[config.mk]
export PLATFORM = sky130hd
export DESIGN_NAME = source_text_tokenizer_flat
export DESIGN_NICKNAME = d
export VERILOG_FILES = /design/src/sv/stt_pkg.sv /design/src/sv/stt_in_if.sv /design/src/sv/stt_out_if.sv /design/src/sv/source_text_tokenizer.sv /design/src/flat_wrapper.sv
export SDC_FILE = /design/constraint.sdc
export NUM_CORES = 1
export LEC_CHECK = 0
export BUFFER_PORTS_ARGS = -buffer_cell sky130_fd_sc_hd__buf_4
export CAP_MARGIN = 20
export CORE_AREA = 3 3 164 166
export DETAILED_ROUTE_END_ITERATION = 6
export DIE_AREA = 0 0 167 169
export PLACE_DENSITY = 0.85
export SLEW_MARGIN = 20
export SYNTH_ARGS = -nofsm -noshare
export SYNTH_HDL_FRONTEND = slang
export SYNTH_SLANG_ARGS = --single-unit
export TNS_END_PERCENT = 1
[constraint.sdc]
create_clock -name clk_i -period 11 [get_ports clk_i]
set_clock_uncertainty 0.2 [all_clocks]
set_input_delay 1.65 -clock clk_i [delete_from_list [all_inputs] [get_ports clk_i]]
set_output_delay 1.65 -clock clk_i [all_outputs]
set_load 0.05 [all_outputs]
[src/sv/stt_pkg.sv]
package stt_pkg;

  localparam int unsigned LINE_BITS   = 20;
  localparam int unsigned COLUMN_BITS = 16;
  localparam int unsigned LENGTH_BITS = 16;

  // Result queue: four entries, so that a two-token request can always be taken
  // while at least two entries are free.
  localparam int unsigned QUEUE_DEPTH    = 4;
  localparam int unsigned QUEUE_PTR_BITS = $clog2(QUEUE_DEPTH);
  localparam int unsigned QUEUE_CNT_BITS = $clog2(QUEUE_DEPTH + 1);

  localparam logic [7:0] CHAR_TAB   = 8'h09;
  localparam logic [7:0] CHAR_LF    = 8'h0a;
  localparam logic [7:0] CHAR_FF    = 8'h0c;
  localparam logic [7:0] CHAR_CR    = 8'h0d;
  localparam logic [7:0] CHAR_SPACE = 8'h20;
  localparam logic [7:0] CHAR_HASH  = 8'h23;
  localparam logic [7:0] CHAR_MINUS = 8'h2d;
  localparam logic [7:0] CHAR_POINT = 8'h2e;
  localparam logic [7:0] CHAR_SEMI  = 8'h3b;
  localparam logic [7:0] CHAR_UNDER = 8'h5f;
  localparam logic [7:0] CHAR_OPEN  = 8'h7b;
  localparam logic [7:0] CHAR_CLOSE = 8'h7d;

  typedef enum logic [3:0] {
    KIND_END       = 4'd0,
    KIND_WORD      = 4'd1,
    KIND_INT       = 4'd2,
    KIND_DECIMAL   = 4'd3,
    KIND_POINT     = 4'd4,
    KIND_SEMI      = 4'd5,
    KIND_OPEN      = 4'd6,
    KIND_CLOSE     = 4'd7,
    KIND_DIRECTIVE = 4'd8,
    KIND_OTHER     = 4'd9
  } kind_e;

  typedef enum logic [2:0] {
    MODE_IDLE    = 3'd0,
    MODE_WORD    = 3'd1,
    MODE_INT     = 3'd2,
    MODE_DECIMAL = 3'd3,
    MODE_POINT   = 3'd4,
    MODE_DIR     = 3'd5
  } mode_e;

  typedef struct packed {
    kind_e                   kind;
    logic [LINE_BITS-1:0]    line;
    logic [COLUMN_BITS-1:0]  column;
    logic [LENGTH_BITS-1:0]  length;
    logic                    last;
  } token_t;

  function automatic logic is_letter(logic [7:0] c);
    return ((c >= 8'h61) && (c <= 8'h7a)) || ((c >= 8'h41) && (c <= 8'h5a));
  endfunction

  function automatic logic is_digit(logic [7:0] c);
    return (c >= 8'h30) && (c <= 8'h39);
  endfunction

endpackage

[src/sv/stt_in_if.sv]
interface stt_in_if;
  logic       valid;
  logic       ready;
  logic [7:0] input_char;
  logic       end_of_stream;

  modport source (output valid, input ready, output input_char, output end_of_stream);
  modport sink (input valid, output ready, input input_char, input end_of_stream);
endinterface

[src/sv/stt_out_if.sv]
interface stt_out_if;
  logic                               valid;
  logic                               ready;
  logic [3:0]                         token_kind;
  logic [stt_pkg::LINE_BITS-1:0]      token_row;
  logic [stt_pkg::COLUMN_BITS-1:0]    token_column;
  logic [stt_pkg::LENGTH_BITS-1:0]    token_length;
  logic                               last;

  modport source (output valid, input ready, output token_kind, output token_row,
                  output token_column, output token_length, output last);
  modport sink (input valid, output ready, input token_kind, input token_row,
                input token_column, input token_length, input last);
endinterface

[src/sv/source_text_tokenizer.sv]
// Source text tokenizer: takes one source byte per request and emits tokens as
// kind, start line, start column and length, with last marking the final token
// caused by a request. A request is taken in every cycle while at least two of
// the four entries of the result queue are free, so a steady stream runs at one
// character per cycle; a token is registered into the queue when the request
// that completes it is taken. A request yields zero, one or two tokens (two when
// a pending token is closed by a semicolon, brace or other single-character
// token, and at end of stream with a token pending), and the output drains one
// token per cycle while the receiver is ready, so the sustained rate is bounded
// by the output. End of stream flushes the pending token, emits the end token at
// the current position and leaves the line and column counts running. Line,
// column and length saturate at their maximum.
module source_text_tokenizer (
  input  logic       clk_i,
  input  logic       rst_ni,
  stt_in_if.sink     in_i,
  stt_out_if.source  out_o
);

  // Scanner state.
  stt_pkg::mode_e                     mode_q, mode_d;
  logic [stt_pkg::LINE_BITS-1:0]      line_q, line_d;
  logic [stt_pkg::COLUMN_BITS-1:0]    col_q, col_d;
  logic [stt_pkg::LINE_BITS-1:0]      sline_q, sline_d;
  logic [stt_pkg::COLUMN_BITS-1:0]    scol_q, scol_d;
  logic [stt_pkg::LENGTH_BITS-1:0]    len_q, len_d;

  // Result queue.
  stt_pkg::token_t                    queue_q [stt_pkg::QUEUE_DEPTH];
  logic [stt_pkg::QUEUE_PTR_BITS-1:0] wr_ptr_q, rd_ptr_q;
  logic [stt_pkg::QUEUE_CNT_BITS-1:0] count_q;

  logic            in_acc, out_pop;
  logic [1:0]      n_tok;
  stt_pkg::token_t slot0, slot1;

  // Step logic
  logic [7:0]         c;
  logic               more;
  stt_pkg::mode_e     mode_ext;
  logic               has_pend;
  stt_pkg::kind_e     pend_kind;
  logic               has_flush;
  logic               has_b;
  stt_pkg::token_t    tok_flush, tok_b;
  logic               blank;
  logic [stt_pkg::LINE_BITS-1:0]   line_inc;
  logic [stt_pkg::COLUMN_BITS-1:0] col_inc;
  logic [stt_pkg::LENGTH_BITS-1:0] len_inc;

  assign in_acc  = in_i.valid && in_i.ready;
  assign out_pop = out_o.valid && out_o.ready;
  assign c       = in_i.input_char;

  assign line_inc = (line_q == '1) ? line_q : line_q + 1'b1;
  assign col_inc  = (col_q == '1) ? col_q : col_q + 1'b1;
  assign len_inc  = (len_q == '1) ? len_q : len_q + 1'b1;

  assign blank = (c == stt_pkg::CHAR_TAB) || (c == stt_pkg::CHAR_SPACE) ||
                 (c == stt_pkg::CHAR_CR) || (c == stt_pkg::CHAR_FF);

  // Does the character continue the pending token, and which mode follows.
  always_comb begin
    more     = 1'b0;
    mode_ext = mode_q;
    unique case (mode_q)
      stt_pkg::MODE_WORD: begin
        more = stt_pkg::is_letter(c) || stt_pkg::is_digit(c) || (c == stt_pkg::CHAR_UNDER);
      end
      stt_pkg::MODE_INT: begin
        if (c == stt_pkg::CHAR_POINT) begin
          more     = 1'b1;
          mode_ext = stt_pkg::MODE_DECIMAL;
        end else begin
          more = stt_pkg::is_digit(c);
        end
      end
      stt_pkg::MODE_DECIMAL: begin
        more = stt_pkg::is_digit(c);
      end
      stt_pkg::MODE_POINT: begin
        if (stt_pkg::is_digit(c)) begin
          more     = 1'b1;
          mode_ext = stt_pkg::MODE_DECIMAL;
        end
      end
      stt_pkg::MODE_DIR: begin
        more = stt_pkg::is_letter(c) || stt_pkg::is_digit(c) ||
               (c == stt_pkg::CHAR_UNDER) || (c == stt_pkg::CHAR_MINUS);
      end
      default: begin
        more = 1'b0;
      end
    endcase
  end

  always_comb begin
    has_pend  = 1'b1;
    pend_kind = stt_pkg::KIND_WORD;
    unique case (mode_q)
      stt_pkg::MODE_WORD:    pend_kind = stt_pkg::KIND_WORD;
      stt_pkg::MODE_INT:     pend_kind = stt_pkg::KIND_INT;
      stt_pkg::MODE_DECIMAL: pend_kind = stt_pkg::KIND_DECIMAL;
      stt_pkg::MODE_POINT:   pend_kind = stt_pkg::KIND_POINT;
      stt_pkg::MODE_DIR:     pend_kind = stt_pkg::KIND_DIRECTIVE;
      default:               has_pend  = 1'b0;
    endcase
  end

  // Next state and the tokens of the current request. The flushed token, if
  // any, always comes first; the second candidate is the end token or a
  // single-character token.
  always_comb begin
    mode_d    = mode_q;
    line_d    = line_q;
    col_d     = col_q;
    sline_d   = sline_q;
    scol_d    = scol_q;
    len_d     = len_q;
    has_flush = 1'b0;
    has_b     = 1'b0;
    tok_flush = '{kind: pend_kind, line: sline_q, column: scol_q, length: len_q,
                  last: 1'b0};
    tok_b     = '{kind: stt_pkg::KIND_END, line: line_q, column: col_q, length: '0,
                  last: 1'b0};

    if (in_i.end_of_stream) begin
      has_flush = has_pend;
      has_b     = 1'b1;
      mode_d    = stt_pkg::MODE_IDLE;
      len_d     = '0;
    end else if (more) begin
      mode_d = mode_ext;
      len_d  = len_inc;
      col_d  = col_inc;
    end else begin
      has_flush = has_pend;
      mode_d    = stt_pkg::MODE_IDLE;
      len_d     = '0;
      if (c == stt_pkg::CHAR_LF) begin
        line_d = line_inc;
        col_d  = {{(stt_pkg::COLUMN_BITS-1){1'b0}}, 1'b1};
      end else begin
        col_d = col_inc;
        if (!blank) begin
          sline_d = line_q;
          scol_d  = col_q;
          len_d   = {{(stt_pkg::LENGTH_BITS-1){1'b0}}, 1'b1};
          priority if (stt_pkg::is_letter(c)) begin
            mode_d = stt_pkg::MODE_WORD;
          end else if (stt_pkg::is_digit(c)) begin
            mode_d = stt_pkg::MODE_INT;
          end else if (c == stt_pkg::CHAR_POINT) begin
            mode_d = stt_pkg::MODE_POINT;
          end else if (c == stt_pkg::CHAR_HASH) begin
            mode_d = stt_pkg::MODE_DIR;
          end else begin
            // Single-character token, emitted right away.
            has_b        = 1'b1;
            len_d        = '0;
            tok_b.length = {{(stt_pkg::LENGTH_BITS-1){1'b0}}, 1'b1};
            priority if (c == stt_pkg::CHAR_SEMI) begin
              tok_b.kind = stt_pkg::KIND_SEMI;
            end else if (c == stt_pkg::CHAR_OPEN) begin
              tok_b.kind = stt_pkg::KIND_OPEN;
            end else if (c == stt_pkg::CHAR_CLOSE) begin
              tok_b.kind = stt_pkg::KIND_CLOSE;
            end else begin
              tok_b.kind = stt_pkg::KIND_OTHER;
            end
          end
        end
      end
    end

    // Pack the tokens into consecutive queue slots and mark the final one.
    n_tok = {1'b0, has_flush} + {1'b0, has_b};
    slot1 = tok_b;
    slot1.last = 1'b1;
    if (has_flush) begin
      slot0 = tok_flush;
      slot0.last = !has_b;
    end else begin
      slot0 = tok_b;
      slot0.last = 1'b1;
    end
  end

  always_ff @(posedge clk_i or negedge rst_ni) begin
    if (!rst_ni) begin
      mode_q  <= stt_pkg::MODE_IDLE;
      line_q  <= {{(stt_pkg::LINE_BITS-1){1'b0}}, 1'b1};
      col_q   <= {{(stt_pkg::COLUMN_BITS-1){1'b0}}, 1'b1};
      sline_q <= {{(stt_pkg::LINE_BITS-1){1'b0}}, 1'b1};
      scol_q  <= {{(stt_pkg::COLUMN_BITS-1){1'b0}}, 1'b1};
      len_q   <= '0;
    end else if (in_acc) begin
      mode_q  <= mode_d;
      line_q  <= line_d;
      col_q   <= col_d;
      sline_q <= sline_d;
      scol_q  <= scol_d;
      len_q   <= len_d;
    end
  end

  // Result queue: up to two writes per cycle at consecutive entries, one read.
  always_ff @(posedge clk_i) begin
    if (in_acc) begin
      if (n_tok != 2'd0) begin
        queue_q[wr_ptr_q] <= slot0;
      end
      if (n_tok == 2'd2) begin
        queue_q[wr_ptr_q + 1'b1] <= slot1;
      end
    end
  end

  always_ff @(posedge clk_i or negedge rst_ni) begin
    if (!rst_ni) begin
      wr_ptr_q <= '0;
      rd_ptr_q <= '0;
      count_q  <= '0;
    end else begin
      if (in_acc) begin
        wr_ptr_q <= wr_ptr_q + n_tok[stt_pkg::QUEUE_PTR_BITS-1:0];
      end
      if (out_pop) begin
        rd_ptr_q <= rd_ptr_q + 1'b1;
      end
      count_q <= count_q
               + (in_acc ? {{(stt_pkg::QUEUE_CNT_BITS-2){1'b0}}, n_tok} : '0)
               - {{(stt_pkg::QUEUE_CNT_BITS-1){1'b0}}, out_pop};
    end
  end

  // A request is taken whenever two entries are free, whatever the output does.
  assign in_i.ready = (count_q <= stt_pkg::QUEUE_CNT_BITS'(stt_pkg::QUEUE_DEPTH - 2));

  assign out_o.valid        = (count_q != '0);
  assign out_o.token_kind   = queue_q[rd_ptr_q].kind;
  assign out_o.token_row    = queue_q[rd_ptr_q].line;
  assign out_o.token_column = queue_q[rd_ptr_q].column;
  assign out_o.token_length = queue_q[rd_ptr_q].length;
  assign out_o.last         = queue_q[rd_ptr_q].last;

endmodule

[src/flat_wrapper.sv]
// flat-port wrapper written by rule: the top's interface ports become plain ports
module source_text_tokenizer_flat 
  (clk_i, rst_ni, in_i_valid, in_i_ready, in_i_input_char, in_i_end_of_stream, out_o_valid, out_o_ready, out_o_token_kind, out_o_token_row, out_o_token_column, out_o_token_length, out_o_last);
  stt_in_if in_i_i ();
  stt_out_if out_o_i ();
  input  logic clk_i;
  input  logic rst_ni;
  input wire logic [$bits(in_i_i.valid)-1:0] in_i_valid;
  output wire logic [$bits(in_i_i.ready)-1:0] in_i_ready;
  input wire logic [$bits(in_i_i.input_char)-1:0] in_i_input_char;
  input wire logic [$bits(in_i_i.end_of_stream)-1:0] in_i_end_of_stream;
  output wire logic [$bits(out_o_i.valid)-1:0] out_o_valid;
  input wire logic [$bits(out_o_i.ready)-1:0] out_o_ready;
  output wire logic [$bits(out_o_i.token_kind)-1:0] out_o_token_kind;
  output wire logic [$bits(out_o_i.token_row)-1:0] out_o_token_row;
  output wire logic [$bits(out_o_i.token_column)-1:0] out_o_token_column;
  output wire logic [$bits(out_o_i.token_length)-1:0] out_o_token_length;
  output wire logic [$bits(out_o_i.last)-1:0] out_o_last;
  assign in_i_i.valid = in_i_valid;
  assign in_i_ready = in_i_i.ready;
  assign in_i_i.input_char = in_i_input_char;
  assign in_i_i.end_of_stream = in_i_end_of_stream;
  assign out_o_valid = out_o_i.valid;
  assign out_o_i.ready = out_o_ready;
  assign out_o_token_kind = out_o_i.token_kind;
  assign out_o_token_row = out_o_i.token_row;
  assign out_o_token_column = out_o_i.token_column;
  assign out_o_token_length = out_o_i.token_length;
  assign out_o_last = out_o_i.last;
  source_text_tokenizer u_core (.clk_i(clk_i), .rst_ni(rst_ni), .in_i(in_i_i), .out_o(out_o_i));
endmodule
==> flow_summary.rst <==
.. list-table::
   :header-rows: 1

   * - Metric
     - Value
   * - Cell at the root of the clock tree
     - clkbuf_16
   * - Antenna diodes
     - 0
   * - P_leak
     - between 0.006 and 0.007 µW
   * - Cell count after synthesis
     - approximately 1,200
   * - Std cell rows
     - about 60
   * - Syn Area/Cell
     - roughly 13 µm²
   * - Startpoint class of the critical path
     - input pin
   * - Warnings, synthesis
     - 0
   * - Placed Cells incl. Taps
     - between 1,000 and 1,500
   * - Combinational family with the most area after synthesis
     - compound AO/OA/AOI/OAI gates
   * - Number of library cell types mapped by synthesis
     - 74
   * - GRT Resource Usage Total
     - 0.252
   * - Crit path to
     - u_core.queue_q[2][26]
   * - Top cell type's share of synthesized area
     - 0.321
   * - Number of buffers added to fix hold violations after cts
     - 0
   * - Antenna violation net count after detailed routing
     - 0
   * - Worst-Margin Slew
     - roughly 1.1 ns
   * - Reg-to-Reg End
     - u_core.queue_q[2][26]
   * - VDD IR max
     - 0.000171 V
   * - Worst setup EP type
     - flop
   * - Number of antenna violations at the first check in global routing
     - 0
   * - Share of the cycle needed by the critical path after routing
     - 0.523
   * - Most frequently used flop master after synthesis
     - edfxtp_1
   * - Tightest slew margin relative to the limit
     - 0.272
   * - Simple-gate share of the synthesized area
     - 0.0852
   * - Beginning of the critical path
     - in_i_input_char[4]
   * - Pre-antenna DRT Iters
     - 5
   * - Leading area contributor after synthesis
     - edfxtp_1
   * - Initial core utilization
     - 0.596
   * - Remaining global-route overflow
     - 0
   * - Final routed DRC violation total
     - 0
   * - Share of the synthesized netlist area taken by xor and xnor gates
     - 0.0194
   * - EDFF count, synth
     - roughly 160
   * - Setup repair after global routing missed its margin
     - false
   * - Number of filler cells placed in the layout
     - approximately 1,700
   * - Number of failing hold endpoints at the final stage
     - 0
   * - Arrival time at the worst endpoint
     - 5.77 ns
   * - Vias after detailed routing
     - slightly above 10,000
   * - Share of the core filled with cells
     - 0.660
   * - Power density cells
     - approximately 250 nW/µm²
   * - Share of synthesized flip-flops with an asynchronous set or reset
     - 0.301
   * - Count of port buffers added during placement
     - 71
   * - Seq cells post-synth
     - roughly 330
   * - Number of clock sinks seen by CTS
     - approximately 330
   * - Wire length of the first global-routing pass
     - about 57,000 µm
   * - Share of synthesized cell area in full adder, half adder and majority cells
     - 0.00864
   * - Required time at the endpoint of the critical path
     - around 11 ns
   * - Type of the most critical hold path
     - flop to flop
   * - Reg2Reg Setup Slack
     - around 6.2 ns
   * - Drt first-iter violations
     - about 1,100
   * - Clock slew at the register clock pins of the worst setup and hold paths
     - roughly 0.06 ns
   * - CTS tree
     - built
   * - Critical-path maximum fanout
     - 26
   * - Total number of H-tree levels
     - 2
   * - Num CTS Buffers
     - 34
   * - Worst hold margin
     - 0.275 ns
   * - Min Clock Period, post-route
     - around 5.8 ns
   * - Post-cts gate resize count
     - 0
   * - Placer Congestion
     - around 0.94
   * - Detail Placement HPWL
     - slightly above 20,000 µm
   * - Placeable Area
     - ~26,000 µm²
   * - Fraction of the yosys area taken by sequential cells
     - 0.565
   * - Number of setup buffers added after CTS
     - 0
   * - Synth top area cells
     - edfxtp_1, dfrtp_1, a22o_1
   * - Horizontal die dimension
     - about 170 µm
   * - Final net count
     - roughly 1,200
   * - Synth Area in Compound Gates
     - 0.162
   * - Clk_lat worst skew
     - 0.53 ns
   * - Layout Area Growth over Synthesis
     - 10.7%
   * - Startpoint of the lowest-slack register-to-register path
     - u_core.mode_q[1]
   * - Critical setup path kind
     - input pin to flop
   * - Logic depth of the worst register-to-register path
     - 13
   * - Die area
     - approximately 28,000 µm²
   * - Achievable Freq
     - 174 MHz
   * - Wire length per cell
     - 23.7 µm
   * - Routed Wire Length
     - 35,800 µm
   * - Sum of negative setup slack
     - 0 ns
   * - Number of standard cells in the layout, taps in and fillers out
     - approximately 1,500
   * - Number of max-slew violations in the final report
     - 0
   * - Final setup violation count
     - 0
   * - IO Pins
     - ~70
   * - Status
     - complete, no violations
   * - Vias per cell
     - 6.81
   * - Largest net degree at the start of global routing
     - 64
   * - Fraction of final layout cells sized beyond drive strength 1
     - 0.226
   * - Summed instance area of the synthesized netlist
     - around 15,000 µm²
   * - Die height
     - around 170 µm
   * - Max-cap violation count
     - 0
   * - Mapped Nets
     - 1,175
   * - Clk buf depth
     - 3
   * - Via count of the first global-routing pass
     - between 10,000 and 15,000
   * - Multiplexer share of the synthesized area
     - 0.113
-- where the power goes --
part | switching [µW] | leakage (µW) | internal (µW) | total (µW)
sequential | 147 | 0.00332 | 1470 | 1610
clock | 468 | 0.000569 | 720 | 1190
combinational | 927 | 0.00253 | 460 | 1390
total | 1540 | 0.00641 | 2650 | 4190
-- cells in the mapped netlist (4+ instances only) --
master and instances:
nand2b_1 6, buf_6 16, edfxtp_1 164, a31oi_1 4
dfxtp_1 64, xnor2_1 21, buf_2 34, o22a_1 5
nor4_1 5, nand2_1 59, clkbuf_1 60, o21ai_0 17
mux2_2 38, buf_1 10, o22ai_1 11, xor2_1 13
dfstp_2 4, nand3_1 28, a21oi_1 12, a22o_1 209
inv_1 20, a211o_1 8, mux4_2 57, nor2b_1 6
and4_1 4, and2_1 4, nor3_1 19, o31ai_1 7
nand4_1 12, dfrtp_1 94, and3_1 14, ha_1 9
or3_1 12, nor2_1 39
-- flip-flops by register name, indices dropped and copies added (netlist names) --
signal,cells
u_core.col_q,16
u_core.queue_q,228
u_core.wr_ptr_q,2
u_core.len_q,16
u_core.mode_q,3
u_core.count_q,3
u_core.sline_q,20
u_core.rd_ptr_q,2
u_core.line_q,20
u_core.scol_q,16
-- how the worst min path moves through the flow --
stage,start,to,slack (ns),depth (start not counted)
floorplan,u_core.queue_q[1][4],u_core.queue_q[1][4],0.24,1
global placement,u_core.queue_q[1][7],u_core.queue_q[1][7],0.26,1
detailed placement,u_core.queue_q[2][2],u_core.queue_q[2][2],0.26,1
CTS,u_core.queue_q[2][2],u_core.queue_q[2][2],0.28,1
global route,u_core.queue_q[3][2],u_core.queue_q[3][2],0.29,1
finish,u_core.queue_q[1][8],u_core.queue_q[1][8],0.27,1
-- metal layers --
layer,vias to the layer above,wire length [µm],GRT usage
met4,0,937,0.0911
met5,-,0,0
met2,606,17500,0.415
met3,88,3300,0.0404
li1,4499,-,-
met1,5107,14100,0.345
-- layout make-up --
| type | instances | area, µm² | share of cell area |
|---|---|---|---|
| Clock inverter | 11 | 181 | 0.0107 |
| Inverter | 21 | 82.6 | 0.00486 |
| Tap cell | 335 | 419 | 0.0247 |
| Sequential cell | 326 | 8670 | 0.510 |
| Multi-Input combinational cell | 682 | 6010 | 0.354 |
| Timing Repair Buffer | 86 | 646 | 0.0380 |
| Clock buffer | 51 | 986 | 0.0580 |
-- per-stage QoR --
step                total power [µW]  setup WS (ns)  instance area, µm²
floorplan                       2620           5.57               15300
global placement                2990           4.77               15800
detailed placement              3020           4.80               15800
CTS                             4200           5.31               17000
global route                    4340           5.01               17000
finish                          4190           5.25               17000
-- kinds of logic after synthesis --
logic type                 Yosys count
xor gates and xnor gates            34
buffers and inverters              144
muxes                               98
AOI/OAI and AO/OA                  302
and+or+nand+nor                    238
adders and majority gates           10
DFF                                326
-- critical path, stage by stage --
cell	delay, ns
buf_4	0.12
or3_1	0.52
nor4_2	0.41
o22a_1	0.26
nand2_1	0.24
nand2_4	0.25
nor2_4	0.07
inv_4	0.14
ha_1	0.36
nor3_1	0.17
nor2_1	0.15
buf_4	0.26
clkinv_1	0.61
buf_4	0.53
-- layout by cell type, fill, tap and decap left out, types with 4 or more instances in the layout --
cell type and instances:
a211o_1 8, a21oi_1 12, a22o_1 209, a31oi_1 4
and2_1 4, and3_1 13, and4_1 4, buf_4 86
bufinv_16 4, clkbuf_1 11, clkbuf_16 35, clkbuf_8 5
clkinv_1 4, dfrtp_1 92, dfstp_2 4, dfxtp_1 64
edfxtp_1 164, ha_1 9, inv_1 16, mux2_2 38
mux4_2 57, nand2_1 59, nand2b_1 6, nand3_1 28
nand4_1 12, nor2_1 34, nor2_4 5, nor2b_1 6
nor3_1 19, nor4_1 5, o21ai_0 17, o22a_1 5
o22ai_1 11, o31ai_1 7, or3_1 12, xnor2_1 21
xor2_1 13
No activity file was read; power rests on OpenSTA's default activity.
